==> config.mk <==
export PLATFORM = sky130hd
export DESIGN_NAME = monitor_geometry_table_unit_flat
export DESIGN_NICKNAME = d
export VERILOG_FILES = /design/src/design/mgt_pkg.sv /design/src/design/mgt_if.sv /design/src/design/mgt_ram.sv /design/src/design/monitor_geometry_table_unit.sv /design/src/flat_wrapper.sv
export VERILOG_INCLUDE_DIRS = /design/src /design/src/design
export SDC_FILE = /design/constraint.sdc
export NUM_CORES = 2
export LEC_CHECK = 0
export BUFFER_PORTS_ARGS = -buffer_cell sky130_fd_sc_hd__buf_2
export CORE_ASPECT_RATIO = 0.7
export CORE_MARGIN = 2
export CORE_UTILIZATION = 32
export DETAILED_ROUTE_END_ITERATION = 10
export HOLD_SLACK_MARGIN = 0.12
export MAX_ROUTING_LAYER = met4
export SYNTH_ARGS = -nofsm -noshare
export SYNTH_HDL_FRONTEND = slang
export SYNTH_SLANG_ARGS = --single-unit
==> constraint.sdc <==
create_clock -name clk -period 13.8 [get_ports clk]
set_clock_uncertainty 0.2 [all_clocks]
set_input_delay 0.69 -clock clk [delete_from_list [all_inputs] [get_ports clk]]
set_output_delay 0.69 -clock clk [all_outputs]
set_load 0.01 [all_outputs]
==> src/design/monitor_geometry_table_unit_defines.svh <==
// Assertion macros shared by the monitor geometry table design.
`ifndef MONITOR_GEOMETRY_TABLE_UNIT_DEFINES_SVH
`define MONITOR_GEOMETRY_TABLE_UNIT_DEFINES_SVH

// Implication checked on every rising clock edge outside reset.
`define MGT_IMPLIES(lbl, ante, cons, msg) \
	lbl: assert property (@(posedge clk) disable iff (!arst_n) (ante) |-> (cons)) \
		else $error(msg);

// Condition that must never hold outside reset.
`define MGT_NEVER(lbl, cond, msg) \
	lbl: assert property (@(posedge clk) disable iff (!arst_n) !(cond)) else $error(msg);

`endif

==> src/design/mgt_pkg.sv <==
// Types, codes and geometry helpers for the monitor geometry table.
`default_nettype none
package mgt_pkg;

	typedef struct packed {
		logic signed [15:0] x;
		logic signed [15:0] y;
		logic [14:0]        w;
		logic [14:0]        h;
	} rect_t;

	localparam logic [1:0] OP_LOAD   = 2'd0;
	localparam logic [1:0] OP_LOCATE = 2'd1;
	localparam logic [1:0] OP_EDGE   = 2'd2;

	localparam logic [1:0] STAT_OK        = 2'd0;
	localparam logic [1:0] STAT_FULL      = 2'd1;
	localparam logic [1:0] STAT_BAD_INDEX = 2'd2;
	localparam logic [1:0] STAT_EMPTY     = 2'd3;

	typedef enum logic [4:0] {
		S_IDLE, S_LD,
		S_MG_I, S_MG_IL, S_MG_IA, S_MG_J, S_MG_JE, S_MG_JA, S_MG_IW,
		S_LC_RD, S_LC_EV, S_LC_MY, S_LC_CMP,
		S_ED_RDM, S_ED_LDM, S_ED_RD, S_ED_EV,
		S_BD_RD, S_BD_EV, S_DONE
	} state_t;

	function automatic logic signed [16:0] x_end(input rect_t r);
		return 17'(r.x) + $signed({2'b00, r.w});
	endfunction

	function automatic logic signed [16:0] y_end(input rect_t r);
		return 17'(r.y) + $signed({2'b00, r.h});
	endfunction

	// Positive-area intersection of two rectangles.
	function automatic logic overlaps(input rect_t a, input rect_t b);
		logic signed [16:0] x0, y0, x1, y1, ax1, bx1, ay1, by1;
		x0 = (a.x > b.x) ? 17'(a.x) : 17'(b.x);
		y0 = (a.y > b.y) ? 17'(a.y) : 17'(b.y);
		ax1 = x_end(a);
		bx1 = x_end(b);
		ay1 = y_end(a);
		by1 = y_end(b);
		x1 = (ax1 < bx1) ? ax1 : bx1;
		y1 = (ay1 < by1) ? ay1 : by1;
		return (x1 > x0) && (y1 > y0);
	endfunction

	// Bit 17 is set when the point lies inside the span; bits 16:0 give the distance.
	function automatic logic [17:0] axis_dist(input logic signed [15:0] p,
			input logic signed [15:0] s, input logic [14:0] sz);
		logic signed [17:0] pe, se, ee, d;
		pe = 18'(p);
		se = 18'(s);
		ee = se + $signed({3'b000, sz});
		if (pe >= se && pe < ee) begin
			d = '0;
			return {1'b1, d[16:0]};
		end
		if (pe < se) d = se - pe;
		else d = pe - ee + 18'sd1;
		return {1'b0, d[16:0]};
	endfunction

	// Flags are ordered left, right, top, bottom from the top bit down.
	function automatic logic [3:0] edge_update(input rect_t m, input rect_t r,
			input logic [3:0] f);
		logic signed [16:0] mx0, my0, mx1, my1, x0, y0, x1, y1;
		logic [3:0] g;
		mx0 = 17'(m.x);
		my0 = 17'(m.y);
		mx1 = x_end(m);
		my1 = y_end(m);
		x0 = 17'(r.x);
		y0 = 17'(r.y);
		x1 = x_end(r);
		y1 = y_end(r);
		g = f;
		if ((y0 >= my0 && y0 < my1) || (y1 > my0 && y1 <= my1)) begin
			if (x0 < mx0) g[3] = 1'b0;
			if (x1 > mx1) g[2] = 1'b0;
		end
		if ((x0 >= mx0 && x0 < mx1) || (x1 > mx0 && x1 <= mx1)) begin
			if (y0 < my0) g[1] = 1'b0;
			if (y1 > my1) g[0] = 1'b0;
		end
		return g;
	endfunction

endpackage
`default_nettype wire

==> src/design/mgt_if.sv <==
// Request and response channel interfaces of the monitor geometry table.
`default_nettype none
interface mgt_req_if;
	logic               valid;
	logic               ready;
	logic [1:0]         op;
	logic signed [15:0] pos_x;
	logic signed [15:0] pos_y;
	logic [14:0]        size_w;
	logic [14:0]        size_h;
	logic               last_rect;
	logic [5:0]         which_monitor;

	modport source (output valid, op, pos_x, pos_y, size_w, size_h, last_rect,
		which_monitor, input ready);
	modport sink (input valid, op, pos_x, pos_y, size_w, size_h, last_rect,
		which_monitor, output ready);
endinterface

interface mgt_rsp_if;
	logic               valid;
	logic               ready;
	logic [3:0]         monitor_index;
	logic               is_leftmost;
	logic               is_rightmost;
	logic               is_topmost;
	logic               is_bottommost;
	logic signed [15:0] min_x;
	logic signed [15:0] min_y;
	logic signed [16:0] max_x;
	logic signed [16:0] max_y;
	logic [4:0]         table_count;
	logic [1:0]         status;

	modport source (output valid, monitor_index, is_leftmost, is_rightmost, is_topmost,
		is_bottommost, min_x, min_y, max_x, max_y, table_count, status, input ready);
	modport sink (input valid, monitor_index, is_leftmost, is_rightmost, is_topmost,
		is_bottommost, min_x, min_y, max_x, max_y, table_count, status, output ready);
endinterface
`default_nettype wire

==> src/design/mgt_ram.sv <==
// Generic single write port RAM with registered read.
`default_nettype none
module mgt_ram #(
	parameter int WIDTH = 62,
	parameter int DEPTH = 16
) (
	input  wire logic                                   clk,
	input  wire logic                                   we,
	input  wire logic [((DEPTH > 1) ? $clog2(DEPTH) : 1)-1:0] waddr,
	input  wire logic [WIDTH-1:0]                       wdata,
	input  wire logic [((DEPTH > 1) ? $clog2(DEPTH) : 1)-1:0] raddr,
	output logic      [WIDTH-1:0]                       rdata
);
	logic [WIDTH-1:0] mem [DEPTH];

	always_ff @(posedge clk) begin
		if (we) mem[waddr] <= wdata;
		rdata <= mem[raddr];
	end
endmodule
`default_nettype wire

==> src/design/monitor_geometry_table_unit.sv <==
// Top level of the monitor geometry table.
//
// channel  dir  payload
// req      in   op, pos_x, pos_y, size_w, size_h, last_rect, which_monitor
// rsp      out  monitor_index, edge flags, bounds, table_count, status
//
// One word at a time. Every word ends with a bounds scan over all entries.
// Locate walks the entries, edge query reads the chosen monitor and then walks them,
// a load writes one entry if not full, a merge compares each entry with every later one.
// The table RAM has one read port.
// Reset empties the table and closes any open load; no clearing pass is needed.
// The response register lets the next word start while a response waits.
`default_nettype none
`include "monitor_geometry_table_unit_defines.svh"
module monitor_geometry_table_unit
	import mgt_pkg::*;
#(
	parameter int MAX_MONITORS = 16
) (
	input wire logic clk,
	input wire logic arst_n,
	mgt_req_if.sink  req,
	mgt_rsp_if.source rsp
);
	localparam int IW   = (MAX_MONITORS > 1) ? $clog2(MAX_MONITORS) : 1;
	localparam int CW   = $clog2(MAX_MONITORS + 1);
	localparam int CMPW = 7;

	state_t state_q, state_d;

	logic [1:0]         op_q;
	logic signed [15:0] px_q, py_q;
	logic [14:0]        w_q, h_q;
	logic               last_q;
	logic [5:0]         n_q;

	logic [CW-1:0] cnt_q, i_q, j_q, wp_q;
	logic          load_open_q;
	rect_t         cur_q, cand_q, m_q;
	logic [34:0]   best_q;
	logic [33:0]   sq_q;
	logic [16:0]   dy_q;
	logic [IW-1:0] idx_q;
	logic [3:0]    flags_q;
	logic [1:0]    status_q;

	logic signed [15:0] bmin_x_q, bmin_y_q;
	logic signed [16:0] bmax_x_q, bmax_y_q;

	logic        out_valid_q;
	logic [3:0]  o_idx_q, o_flags_q;
	logic signed [15:0] o_min_x_q, o_min_y_q;
	logic signed [16:0] o_max_x_q, o_max_y_q;
	logic [4:0]  o_cnt_q;
	logic [1:0]  o_status_q;

	logic [16:0] mul_a, mul_b;
	logic [33:0] prod_q;

	logic          we;
	logic [IW-1:0] waddr, raddr;
	rect_t         wdata, rdata;

	logic [CW-1:0] ec;
	logic          j_lt, i_lt, ovl, accept;
	logic [17:0]   ax, ay;
	logic [34:0]   sum_sq;
	logic          in_ready;

	assign accept   = req.valid && req.ready;
	assign in_ready = (state_q == S_IDLE);
	assign req.ready = in_ready;
	assign ec   = load_open_q ? cnt_q : '0;
	assign j_lt = (j_q < cnt_q);
	assign i_lt = (i_q < cnt_q);
	assign ovl  = overlaps(cur_q, rdata);
	assign ax   = axis_dist(px_q, rdata.x, rdata.w);
	assign ay   = axis_dist(py_q, rdata.y, rdata.h);
	assign sum_sq = 35'(sq_q) + 35'(prod_q);

	mgt_ram #(.WIDTH($bits(rect_t)), .DEPTH(MAX_MONITORS)) u_table (
		.clk   (clk),
		.we    (we),
		.waddr (waddr),
		.wdata (wdata),
		.raddr (raddr),
		.rdata (rdata)
	);

	// Shared multiplier, always registered.
	always_ff @(posedge clk) begin
		prod_q <= mul_a * mul_b;
	end

	always_comb begin
		state_d = state_q;
		we      = 1'b0;
		waddr   = IW'(wp_q);
		wdata   = rdata;
		raddr   = j_q[IW-1:0];
		mul_a   = {2'b00, rdata.w};
		mul_b   = {2'b00, rdata.h};
		case (state_q)
			S_IDLE: begin
				if (accept) begin
					case (req.op)
						OP_LOAD:   state_d = S_LD;
						OP_LOCATE: state_d = (cnt_q == '0) ? S_BD_RD : S_LC_RD;
						OP_EDGE: begin
							if (cnt_q == '0 || CMPW'(req.which_monitor) >= CMPW'(cnt_q))
								state_d = S_BD_RD;
							else
								state_d = S_ED_RDM;
						end
						default: state_d = S_BD_RD;
					endcase
				end
			end
			S_LD: begin
				if (ec < CW'(MAX_MONITORS)) begin
					we    = 1'b1;
					waddr = IW'(ec);
					wdata = '{x: px_q, y: py_q, w: w_q, h: h_q};
				end
				state_d = last_q ? S_MG_I : S_BD_RD;
			end
			S_MG_I: begin
				raddr   = i_q[IW-1:0];
				state_d = i_lt ? S_MG_IL : S_BD_RD;
			end
			S_MG_IL: state_d = S_MG_IA;
			S_MG_IA: state_d = S_MG_J;
			S_MG_J:  state_d = j_lt ? S_MG_JE : S_MG_IW;
			S_MG_JE: begin
				if (ovl) begin
					state_d = S_MG_JA;
				end else begin
					we      = 1'b1;
					state_d = S_MG_J;
				end
			end
			S_MG_JA: state_d = S_MG_J;
			S_MG_IW: begin
				we      = 1'b1;
				waddr   = i_q[IW-1:0];
				wdata   = cur_q;
				state_d = S_MG_I;
			end
			S_LC_RD: state_d = j_lt ? S_LC_EV : S_BD_RD;
			S_LC_EV: begin
				mul_a   = ax[16:0];
				mul_b   = ax[16:0];
				state_d = (ax[17] && ay[17]) ? S_BD_RD : S_LC_MY;
			end
			S_LC_MY: begin
				mul_a   = dy_q;
				mul_b   = dy_q;
				state_d = S_LC_CMP;
			end
			S_LC_CMP: state_d = S_LC_RD;
			S_ED_RDM: begin
				raddr   = IW'(n_q);
				state_d = S_ED_LDM;
			end
			S_ED_LDM: state_d = S_ED_RD;
			S_ED_RD:  state_d = j_lt ? S_ED_EV : S_BD_RD;
			S_ED_EV:  state_d = S_ED_RD;
			S_BD_RD:  state_d = j_lt ? S_BD_EV : S_DONE;
			S_BD_EV:  state_d = S_BD_RD;
			S_DONE: begin
				if (!out_valid_q || rsp.ready) state_d = S_IDLE;
			end
			default: state_d = S_IDLE;
		endcase
	end

	always_ff @(posedge clk or negedge arst_n) begin
		if (!arst_n) begin
			state_q     <= S_IDLE;
			cnt_q       <= '0;
			load_open_q <= 1'b0;
			out_valid_q <= 1'b0;
		end else begin
			state_q <= state_d;
			if (state_q == S_DONE && (!out_valid_q || rsp.ready)) out_valid_q <= 1'b1;
			else if (rsp.ready) out_valid_q <= 1'b0;
			if (state_q == S_LD) begin
				load_open_q <= !last_q;
				cnt_q <= (ec < CW'(MAX_MONITORS)) ? ec + CW'(1) : ec;
			end
			if (state_q == S_MG_IW) cnt_q <= wp_q;
		end
	end

	always_ff @(posedge clk) begin
		// Every path into the bounds scan, the locate walk or the edge walk starts at entry zero.
		if ((state_d == S_BD_RD && state_q != S_BD_EV) || state_d == S_LC_RD && state_q == S_IDLE
				|| state_q == S_ED_LDM) begin
			j_q <= '0;
		end
		case (state_q)
			S_IDLE: begin
				if (accept) begin
					op_q     <= req.op;
					px_q     <= req.pos_x;
					py_q     <= req.pos_y;
					w_q      <= req.size_w;
					h_q      <= req.size_h;
					last_q   <= req.last_rect;
					n_q      <= req.which_monitor;
					idx_q    <= '0;
					status_q <= STAT_OK;
					flags_q  <= (req.op == OP_EDGE) ? 4'hF : 4'h0;
					if (req.op == OP_LOCATE && cnt_q == '0) status_q <= STAT_EMPTY;
					if (req.op == OP_EDGE) begin
						if (cnt_q == '0) status_q <= STAT_EMPTY;
						else if (CMPW'(req.which_monitor) >= CMPW'(cnt_q))
							status_q <= STAT_BAD_INDEX;
					end
				end
			end
			S_LD: begin
				if (!(ec < CW'(MAX_MONITORS))) status_q <= STAT_FULL;
				i_q <= '0;
			end
			S_MG_IL: cur_q <= rdata;
			S_MG_IA: begin
				best_q <= 35'(prod_q);
				j_q    <= i_q + CW'(1);
				wp_q   <= i_q + CW'(1);
			end
			S_MG_JE: begin
				cand_q <= rdata;
				if (!ovl) begin
					wp_q <= wp_q + CW'(1);
					j_q  <= j_q + CW'(1);
				end
			end
			S_MG_JA: begin
				if (35'(prod_q) > best_q) begin
					best_q <= 35'(prod_q);
					cur_q  <= cand_q;
				end
				j_q <= j_q + CW'(1);
			end
			S_MG_IW: i_q <= i_q + CW'(1);
			S_LC_EV: begin
				dy_q <= ay[16:0];
				if (ax[17] && ay[17]) idx_q <= j_q[IW-1:0];
			end
			S_LC_MY: sq_q <= prod_q;
			S_LC_CMP: begin
				if (j_q == '0 || sum_sq < best_q) begin
					best_q <= sum_sq;
					idx_q  <= j_q[IW-1:0];
				end
				j_q <= j_q + CW'(1);
			end
			S_ED_LDM: m_q <= rdata;
			S_ED_EV: begin
				if (CMPW'(j_q) != CMPW'(n_q)) flags_q <= edge_update(m_q, rdata, flags_q);
				j_q <= j_q + CW'(1);
			end
			S_BD_RD: begin
				if (j_q == '0) begin
					bmin_x_q <= '0;
					bmin_y_q <= '0;
					bmax_x_q <= '0;
					bmax_y_q <= '0;
				end
			end
			S_BD_EV: begin
				if (j_q == '0 || rdata.x < bmin_x_q) bmin_x_q <= rdata.x;
				if (j_q == '0 || rdata.y < bmin_y_q) bmin_y_q <= rdata.y;
				if (j_q == '0 || x_end(rdata) > bmax_x_q) bmax_x_q <= x_end(rdata);
				if (j_q == '0 || y_end(rdata) > bmax_y_q) bmax_y_q <= y_end(rdata);
				j_q <= j_q + CW'(1);
			end
			S_DONE: begin
				if (!out_valid_q || rsp.ready) begin
					o_idx_q    <= (op_q == OP_LOCATE) ? 4'(idx_q) : 4'h0;
					o_flags_q  <= flags_q;
					o_min_x_q  <= bmin_x_q;
					o_min_y_q  <= bmin_y_q;
					o_max_x_q  <= bmax_x_q;
					o_max_y_q  <= bmax_y_q;
					o_cnt_q    <= 5'(cnt_q);
					o_status_q <= status_q;
				end
			end
			default: ;
		endcase
	end

	assign rsp.valid         = out_valid_q;
	assign rsp.monitor_index = o_idx_q;
	assign rsp.is_leftmost   = o_flags_q[3];
	assign rsp.is_rightmost  = o_flags_q[2];
	assign rsp.is_topmost    = o_flags_q[1];
	assign rsp.is_bottommost = o_flags_q[0];
	assign rsp.min_x         = o_min_x_q;
	assign rsp.min_y         = o_min_y_q;
	assign rsp.max_x         = o_max_x_q;
	assign rsp.max_y         = o_max_y_q;
	assign rsp.table_count   = o_cnt_q;
	assign rsp.status        = o_status_q;

	`MGT_NEVER(a_cnt_range, CMPW'(cnt_q) > CMPW'(MAX_MONITORS), "entry count beyond capacity")
	`MGT_IMPLIES(a_busy_after_accept, accept, ##1 (state_q != S_IDLE), "idle right after accept")
	`MGT_IMPLIES(a_bad_index_flags, rsp.valid && rsp.status == STAT_BAD_INDEX,
		rsp.is_leftmost && rsp.is_rightmost && rsp.is_topmost && rsp.is_bottommost,
		"bad index response without all edge flags")
endmodule
`default_nettype wire

==> src/flat_wrapper.sv <==
// flat-port wrapper written by rule: the top's interface ports become plain ports
module monitor_geometry_table_unit_flat import mgt_pkg::*;
#(
	parameter int MAX_MONITORS = 16
)
  (clk, arst_n, req_valid, req_op, req_pos_x, req_pos_y, req_size_w, req_size_h, req_last_rect, req_which_monitor, req_ready, rsp_valid, rsp_monitor_index, rsp_is_leftmost, rsp_is_rightmost, rsp_is_topmost, rsp_is_bottommost, rsp_min_x, rsp_min_y, rsp_max_x, rsp_max_y, rsp_table_count, rsp_status, rsp_ready);
  mgt_req_if req_i ();
  mgt_rsp_if rsp_i ();
  input wire logic clk;
  input wire logic arst_n;
  input wire logic [$bits(req_i.valid)-1:0] req_valid;
  input wire logic [$bits(req_i.op)-1:0] req_op;
  input wire logic [$bits(req_i.pos_x)-1:0] req_pos_x;
  input wire logic [$bits(req_i.pos_y)-1:0] req_pos_y;
  input wire logic [$bits(req_i.size_w)-1:0] req_size_w;
  input wire logic [$bits(req_i.size_h)-1:0] req_size_h;
  input wire logic [$bits(req_i.last_rect)-1:0] req_last_rect;
  input wire logic [$bits(req_i.which_monitor)-1:0] req_which_monitor;
  output wire logic [$bits(req_i.ready)-1:0] req_ready;
  output wire logic [$bits(rsp_i.valid)-1:0] rsp_valid;
  output wire logic [$bits(rsp_i.monitor_index)-1:0] rsp_monitor_index;
  output wire logic [$bits(rsp_i.is_leftmost)-1:0] rsp_is_leftmost;
  output wire logic [$bits(rsp_i.is_rightmost)-1:0] rsp_is_rightmost;
  output wire logic [$bits(rsp_i.is_topmost)-1:0] rsp_is_topmost;
  output wire logic [$bits(rsp_i.is_bottommost)-1:0] rsp_is_bottommost;
  output wire logic [$bits(rsp_i.min_x)-1:0] rsp_min_x;
  output wire logic [$bits(rsp_i.min_y)-1:0] rsp_min_y;
  output wire logic [$bits(rsp_i.max_x)-1:0] rsp_max_x;
  output wire logic [$bits(rsp_i.max_y)-1:0] rsp_max_y;
  output wire logic [$bits(rsp_i.table_count)-1:0] rsp_table_count;
  output wire logic [$bits(rsp_i.status)-1:0] rsp_status;
  input wire logic [$bits(rsp_i.ready)-1:0] rsp_ready;
  assign req_i.valid = req_valid;
  assign req_i.op = req_op;
  assign req_i.pos_x = req_pos_x;
  assign req_i.pos_y = req_pos_y;
  assign req_i.size_w = req_size_w;
  assign req_i.size_h = req_size_h;
  assign req_i.last_rect = req_last_rect;
  assign req_i.which_monitor = req_which_monitor;
  assign req_ready = req_i.ready;
  assign rsp_valid = rsp_i.valid;
  assign rsp_monitor_index = rsp_i.monitor_index;
  assign rsp_is_leftmost = rsp_i.is_leftmost;
  assign rsp_is_rightmost = rsp_i.is_rightmost;
  assign rsp_is_topmost = rsp_i.is_topmost;
  assign rsp_is_bottommost = rsp_i.is_bottommost;
  assign rsp_min_x = rsp_i.min_x;
  assign rsp_min_y = rsp_i.min_y;
  assign rsp_max_x = rsp_i.max_x;
  assign rsp_max_y = rsp_i.max_y;
  assign rsp_table_count = rsp_i.table_count;
  assign rsp_status = rsp_i.status;
  assign rsp_i.ready = rsp_ready;
  monitor_geometry_table_unit #(.MAX_MONITORS(MAX_MONITORS)) u_core (.clk(clk), .arst_n(arst_n), .req(req_i), .rsp(rsp_i));
endmodule
Yosys cells after proc, flatten, opt, wreduce, memory -nomap -nowiden
Memory sizes are Yosys's and may differ from the RTL's. A register that Yosys moved wholly into a read port is not among the register bits.
Cells that the tools add are included.
{"block": "totals", "mem_bits_rw": 992, "memories": 1, "in_bits": 75, "word_cells": 290, "ff_bits": 561, "out_inout_bits": 83}
{"name": "u_core.u_table.mem", "words": 16, "width": 62, "read_ports": 1, "rd_ports_with_merged_regs": 1, "wr": 1, "line": "mgt_ram.sv:14", "source": "logic [WIDTH-1:0] mem [DEPTH];"}
{"block": "op_classes", "multipliers": 1, "n_addsub": 19, "n_mux": 86, "eq_ne": 44, "n_reduce_logical": 57, "n_lt_le_gt_ge": 34}
{"operator": "case mux 62 bit (2 select lines)", "n": 2}
{"operator": "2-to-1 mux 17 bit", "n": 9}
{"operator": "adder 16 x 16 -> 17 bit", "n": 8}
{"operator": "case mux 17 bit (2 select lines)", "n": 4}
{"operator": "2-to-1 mux 62 bit", "n": 2}
{"operator": "case mux 35 bit (3 select lines)", "n": 1}
{"operator": "greater-than comparator 17 bit", "n": 6}
{"operator": "< comparator 16 bit", "n": 6}
{"operator": "case mux 5 bit (18 select lines)", "n": 1}
{"operator": "2-to-1 mux 5 bit", "n": 15}
{"operator": "2-to-1 mux 18 bit", "n": 4}
{"operator": "2-to-1 mux 35 bit", "n": 2}
{"operator": "< comparator 16 x 17 -> 1 bit", "n": 4}
{"operator": ">= comparator 16 bit", "n": 4}
{"operator": "case mux 16 bit (2 select lines)", "n": 2}
{"operator": "2-to-1 mux 16 bit", "n": 3}
{"operator": "equality test 5 x 4 -> 1 bit (second input constant)", "n": 9}
{"operator": "adder 34 x 34 -> 35 bit", "n": 1}
{"operator": "greater-than comparator 34 x 35 -> 1 bit", "n": 1}
{"operator": "< comparator 35 bit", "n": 1}
{"operator": "adder 17 x 2 -> 17 bit (second input constant)", "n": 2}
{"operator": "greater-than comparator 17 x 16 -> 1 bit", "n": 2}
{"operator": "<= comparator 17 bit", "n": 2}
{"operator": "< comparator 17 bit", "n": 2}
{"operator": "other kinds (40)", "n": 148}

Logic depth before layout (Yosys ltp)
{"block": "depth", "ltp_word": 15, "depth_mapped": 49, "depth_no_buf": 47}

Cells and area by module
Synthesis repeated with hierarchy kept, for this count alone.
{"block": "unflattened", "hier_cells": 6520, "area_unflattened_um2": 87443.9}
{"mod": "monitor_geometry_table_unit", "cells_each": 4922, "seq_area_each_um2": 16395.7, "area_per_inst_um2": 49110.9, "n_inst": 1}
{"mod": "mgt_ram", "cells_each": 1598, "seq_area_each_um2": 31029.8, "area_per_inst_um2": 38333.0, "n_inst": 1}

Worst setup path before layout
No wires, ideal clock.
{"block": "synth_timing", "path_kind": "reg2reg", "from": "register u_core.u_table.rdata[47] (read register of u_core.u_table.mem)", "to": "register u_core.prod_q[33]", "path_stages_with_launch": 46, "setup_time_ns": 0.116, "required_ns": 13.484, "period_less_slack_ns": 11.061, "n_path_buf": 1, "arrival_ns": 10.744, "slack_ns": 2.739, "cell_sequence": "dfxtp_1 > inv_1 > fa_1 > nor2b_1 > o31a_1 > o21ai_0 > nand2b_1 > xor2_1 > inv_1 > fa_1 > a311oi_1 > a21oi_1 > a2111oi_0 > o31a_1 > o221ai_1 > nand3b_1 > a21oi_1 > a221o_1 > (+10 left out) > inv_1 > fa_1 > inv_1 > fa_1 > inv_1 > ha_1 > a21o_1 > a21oi_1 > nor3b_1 > o22ai_1 > a211oi_1 > o2111ai_1 > a21oi_1 > o21ai_0 > a21oi_1 > xnor2_1 > mux2_2 > a31o_2"}
{"block": "synth_via", "elab_chain_len": 7, "word_cells_on_any_way": 14, "cone_classes": "4 x add/sub; 1 x mul; 3 x order compare; 5 x mux; 1 x reduce/logical"}
{"item": "from (decl)", "line": "mgt_ram.sv:12", "source": "output logic [WIDTH-1:0] rdata"}
{"item": "adder 16 x 16 -> 17 bit", "line": "mgt_pkg.sv:57", "source": "ee = se + $signed({3'b000, sz});"}
{"item": "subtractor 16 x 17 -> 17 bit / < comparator 16 x 17 -> 1 bit (equally long branches)", "line": "mgt_pkg.sv:63, mgt_pkg.sv:58"}
{"item": "adder 17 x 2 -> 17 bit / logical AND 1 bit (equally long branches)", "line": "mgt_pkg.sv:63, mgt_pkg.sv:58"}
{"item": "2-to-1 mux 17 bit / 2-to-1 mux 1 bit (equally long branches)", "line": "mgt_pkg.sv:62, mgt_pkg.sv:58"}
{"item": "2-to-1 mux 18 bit (*)", "line": "mgt_pkg.sv:62", "source": "if (pe < se) d = se - pe;"}
{"item": "case mux 17 bit (2 select lines)", "line": "monitor_geometry_table_unit.sv:103", "source": "case (state_q)"}
{"item": "multiplier 17 x 17 -> 34 bit (*)", "line": "monitor_geometry_table_unit.sv:92", "source": "prod_q <= mul_a * mul_b;"}
{"item": "to (signal assigned)", "line": "monitor_geometry_table_unit.sv:92"}
{"item": "to (decl)", "line": "monitor_geometry_table_unit.sv:58", "source": "logic [33:0] prod_q;"}
Mark *: on every way between the ends. The rest lies on a longest branch, timed or not.
A chain may end at the register's enable or synchronous reset.

Worst setup path in the final report
Ends and elaborated chain as after synthesis.

==> impl_metrics.py <==
metrics = {
    "status": {
        "outcome": "complete, no violations",
    },
    "setup_path": {
        "slowest_stage": "nor2_1",
        "ff2ff_path_depth": 47,
        "cp.arrival_ns": 13.74,
        "crit_path_frequent_cell": "fa_1",
        "r2r_end": "u_core.prod_q[33]",
        "cp_slowest_stage_delay_ns": 0.89,
        "startpoint_type": "flop",
        "crit_fanout": 14,
        "path_class": "flop to flop",
        "rrSetupSlack_ns": 0.59,
        "critPathCaptureType": "flop",
        "cp.required_ns": 14.33,
        "r2r_start": "u_core.u_table.rdata[47]",
    },
    "sta": {
        "period_minus_slack_ns": 13.21,
        "hold_viol": 0,
        "worst_pin_slew_ns": 1.24,
        "rsz0062_at_grt": "no",
        "slew_headroom_pct": 16.5,
        "post-route-period-util_pct": 95.7,
        "fmax_ghz": 0.0757,
        "tns_ns": 0,
        "finalMaxSlewViolations": 0,
        "finalSetupViolations": 0,
    },
    "detailed_routing": {
        "drc": 0,
        "dr.pass1.iters": 10,
        "ant_nets": 0,
        "viasPerCell": 5.44,
        "num_vias": 65800,
        "wl_um": 305000,
        "avgRoutedWirePerCell_um": 25.2,
        "drtIter0Drc": 8309,
    },
    "placement": {
        "portBuffers": 157,
        "dpl.hpwl_um": 210000,
        "gp_congestion": 0.950,
    },
    "global_routing": {
        "gr-total-overflow": 0,
        "grt_max_degree": 141,
        "antenna_found_initial": 14,
        "grtUsageTotal_pct": 21.7,
        "grt_pass1_vias": 63100,
        "grt_pass1_wl_um": 440000,
    },
    "worst_hold_path": {
        "hp-start": "u_core.flags_q[0]",
        "min_to": "u_core.o_flags_q[0]",
        "worstHoldPathCells": 0,
        "hp-class": "flop to flop",
    },
    "yosys": {
        "syn_area_mm2": 0.0894,
        "ys_types": 97,
        "synth_area_per_cell_um2": 11.2,
        "yosys.area.top_type_share_pct": 50.5,
        "synth.net_count": 9015,
        "synth_edf_count": 1502,
        "synth_largest_area_cell": "edfxtp_1",
        "yosys_most_used_dff": "edfxtp_1",
        "yosysWarnings": 0,
        "postSynth.asyncResetShare_pct": 0.743,
        "synth_area_leaders": "edfxtp_1 50%, ha_1 9.5%, nand2_1 6.0%",
        "synthCells": 8017,
        "yosysSeqAreaShare_pct": 53.1,
        "ys_ff_latch": 1615,
    },
    "floorplanning": {
        "start_util_pct": 32.1,
        "die_area_mm2": 0.284,
        "die_y_um": 446,
        "die_w_um": 636,
        "core_mm2": 0.278,
        "num_io_pins": 158,
        "row_count": 162,
    },
    "layout": {
        "layout-drive-gt1-share_pct": 8.80,
        "finalNetCount": 9269,
        "final_cell_mix": "1,502 x edfxtp_1, 1,429 x nand2_1, 702 x inv_1",
        "final_common_cell": "edfxtp_1",
        "syn_to_final_growth_pct": 13.8,
    },
    "clock_tree": {
        "post_cts_buffers": 0,
        "htree_levels": 4,
        "clkLatencyLatePin_ns": 0.88,
        "clockRootBuffer": "clkbuf_16",
        "cts_buffer_depth": 4,
        "cts_sinks": 1615,
        "tritoncts": "yes",
        "cts_inserted_buffers": 173,
        "clkTransAtPathRegs_ns": 0.06,
    },
    "job": {
        "drv_cap": 0,
    },
}
[cells in the mapped netlist (all sizes together), types with 37 or more instances]
| cell type | n |
|---|---|
| nor2 | 373 |
| mux2i | 44 |
| edfxtp | 1502 |
| a311oi | 133 |
| o21bai | 37 |
| xnor2 | 143 |
| and3 | 77 |
| inv | 704 |
| dfxtp | 101 |
| xor2 | 53 |
| nand4 | 58 |
| nor2b | 63 |
| nand2b | 52 |
| buf | 51 |
| fa | 245 |
| nand2 | 1434 |
| a31oi | 80 |
| o21ai | 241 |
| mux2 | 67 |
| nand3 | 563 |
| clkbuf | 269 |
| and2 | 73 |
| nor3 | 64 |
| ha | 678 |
| a21oi | 242 |
| a21o | 150 |
| a222oi | 63 |
| o21a | 83 |
[critical path, delay by kind of cell, from the launching register on]
kind,cells,cell delay (ns)
flops,1,0.35
fa+ha+maj,10,4.31
compound gates,18,4.29
simple gates,8,1.74
xor+xnor,3,0.75
mux,1,0.37
buf+inv,7,1.06
[stage by stage]
| step | hold slack [ns] | setup slack (ns) | cells | instance area, um^2 | utilization [%] |
|---|---|---|---|---|---|
| finish | 0.218 | 0.589 | 12100 | 102000 | 36.6 |
| CTS | 0.173 | 0.622 | 12100 | 102000 | 36.6 |
| detailed placement | 0.206 | 0.676 | 11700 | 95300 | 34.3 |
| global route | 0.219 | 0.00477 | 12100 | 102000 | 36.6 |
| global placement | 0.204 | 0.837 | 11700 | 95300 | 34.3 |
| floorplan | 0.194 | 2.74 | 8017 | 89400 | - |
[logic make-up (layout without fill, tap and decap cells)]
| family | after synthesis | after routing | share of synthesized area (%) |
|---|---|---|---|
| mux | 111 | 111 | 1.34 |
| other cells | 0 | 10 | 0 |
| simple gates | 2848 | 2848 | 14.1 |
| buf+inv | 1027 | 1411 | 4.38 |
| compound gates | 1286 | 1286 | 10.0 |
| flops | 1615 | 1615 | 53.1 |
| xor+xnor | 197 | 197 | 1.97 |
| fa+ha+maj | 933 | 933 | 15.1 |
[what timing repair did]
| action | CTS | global route |
|---|---|---|
| gates resized for setup | 0 | 1 |
| hold buffers | 74 | 0 |
| setup endpoints to repair | 0 | 3 |
| hold endpoints to repair | 86 | 0 |
[per-layer routing]
metal	part of all wire, %	track usage (%)
met5	0	-
met4	3.3	6.66
met3	9.8	4.02
met2	41	30.3
met1	46	31.6
[how the worst max path moves through the flow]
stage                                         from                 to  cells past startpoint
final                     u_core.u_table.rdata[47]  u_core.prod_q[33]                     47
after detailed placement  u_core.u_table.rdata[47]  u_core.prod_q[33]                     46
after global placement    u_core.u_table.rdata[47]  u_core.prod_q[33]                     46
after CTS                 u_core.u_table.rdata[47]  u_core.prod_q[33]                     46
after global routing      u_core.u_table.rdata[16]  u_core.prod_q[33]                     43
after floorplan           u_core.u_table.rdata[47]  u_core.prod_q[33]                     45
[flip-flops by register name (all words and copies together) (netlist names), 34 cells and up]
signal and count:
u_core.m_q 62, u_core.cand_q 62, u_core.u_table.mem 992, u_core.sq_q 34
u_core.best_q 35, u_core.u_table.rdata 62, u_core.cur_q 62, u_core.prod_q 34
[layout make-up]
type / count / area [um^2]
Fill cell: 27100 / 176000
Sequential cell: 1615 / 47400
Multi-Input combinational cell: 5375 / 38300
Clock buffer: 211 / 4650
Tap cell: 3690 / 4620
Timing Repair Buffer: 399 / 3050
Inverter: 707 / 2660
Clock inverter: 94 / 955
Antenna cell: 10 / 25.0
Power is left out: the tool's default activity adds up to more than one toggle a clock period on the data nets, which glitch-free logic cannot reach.
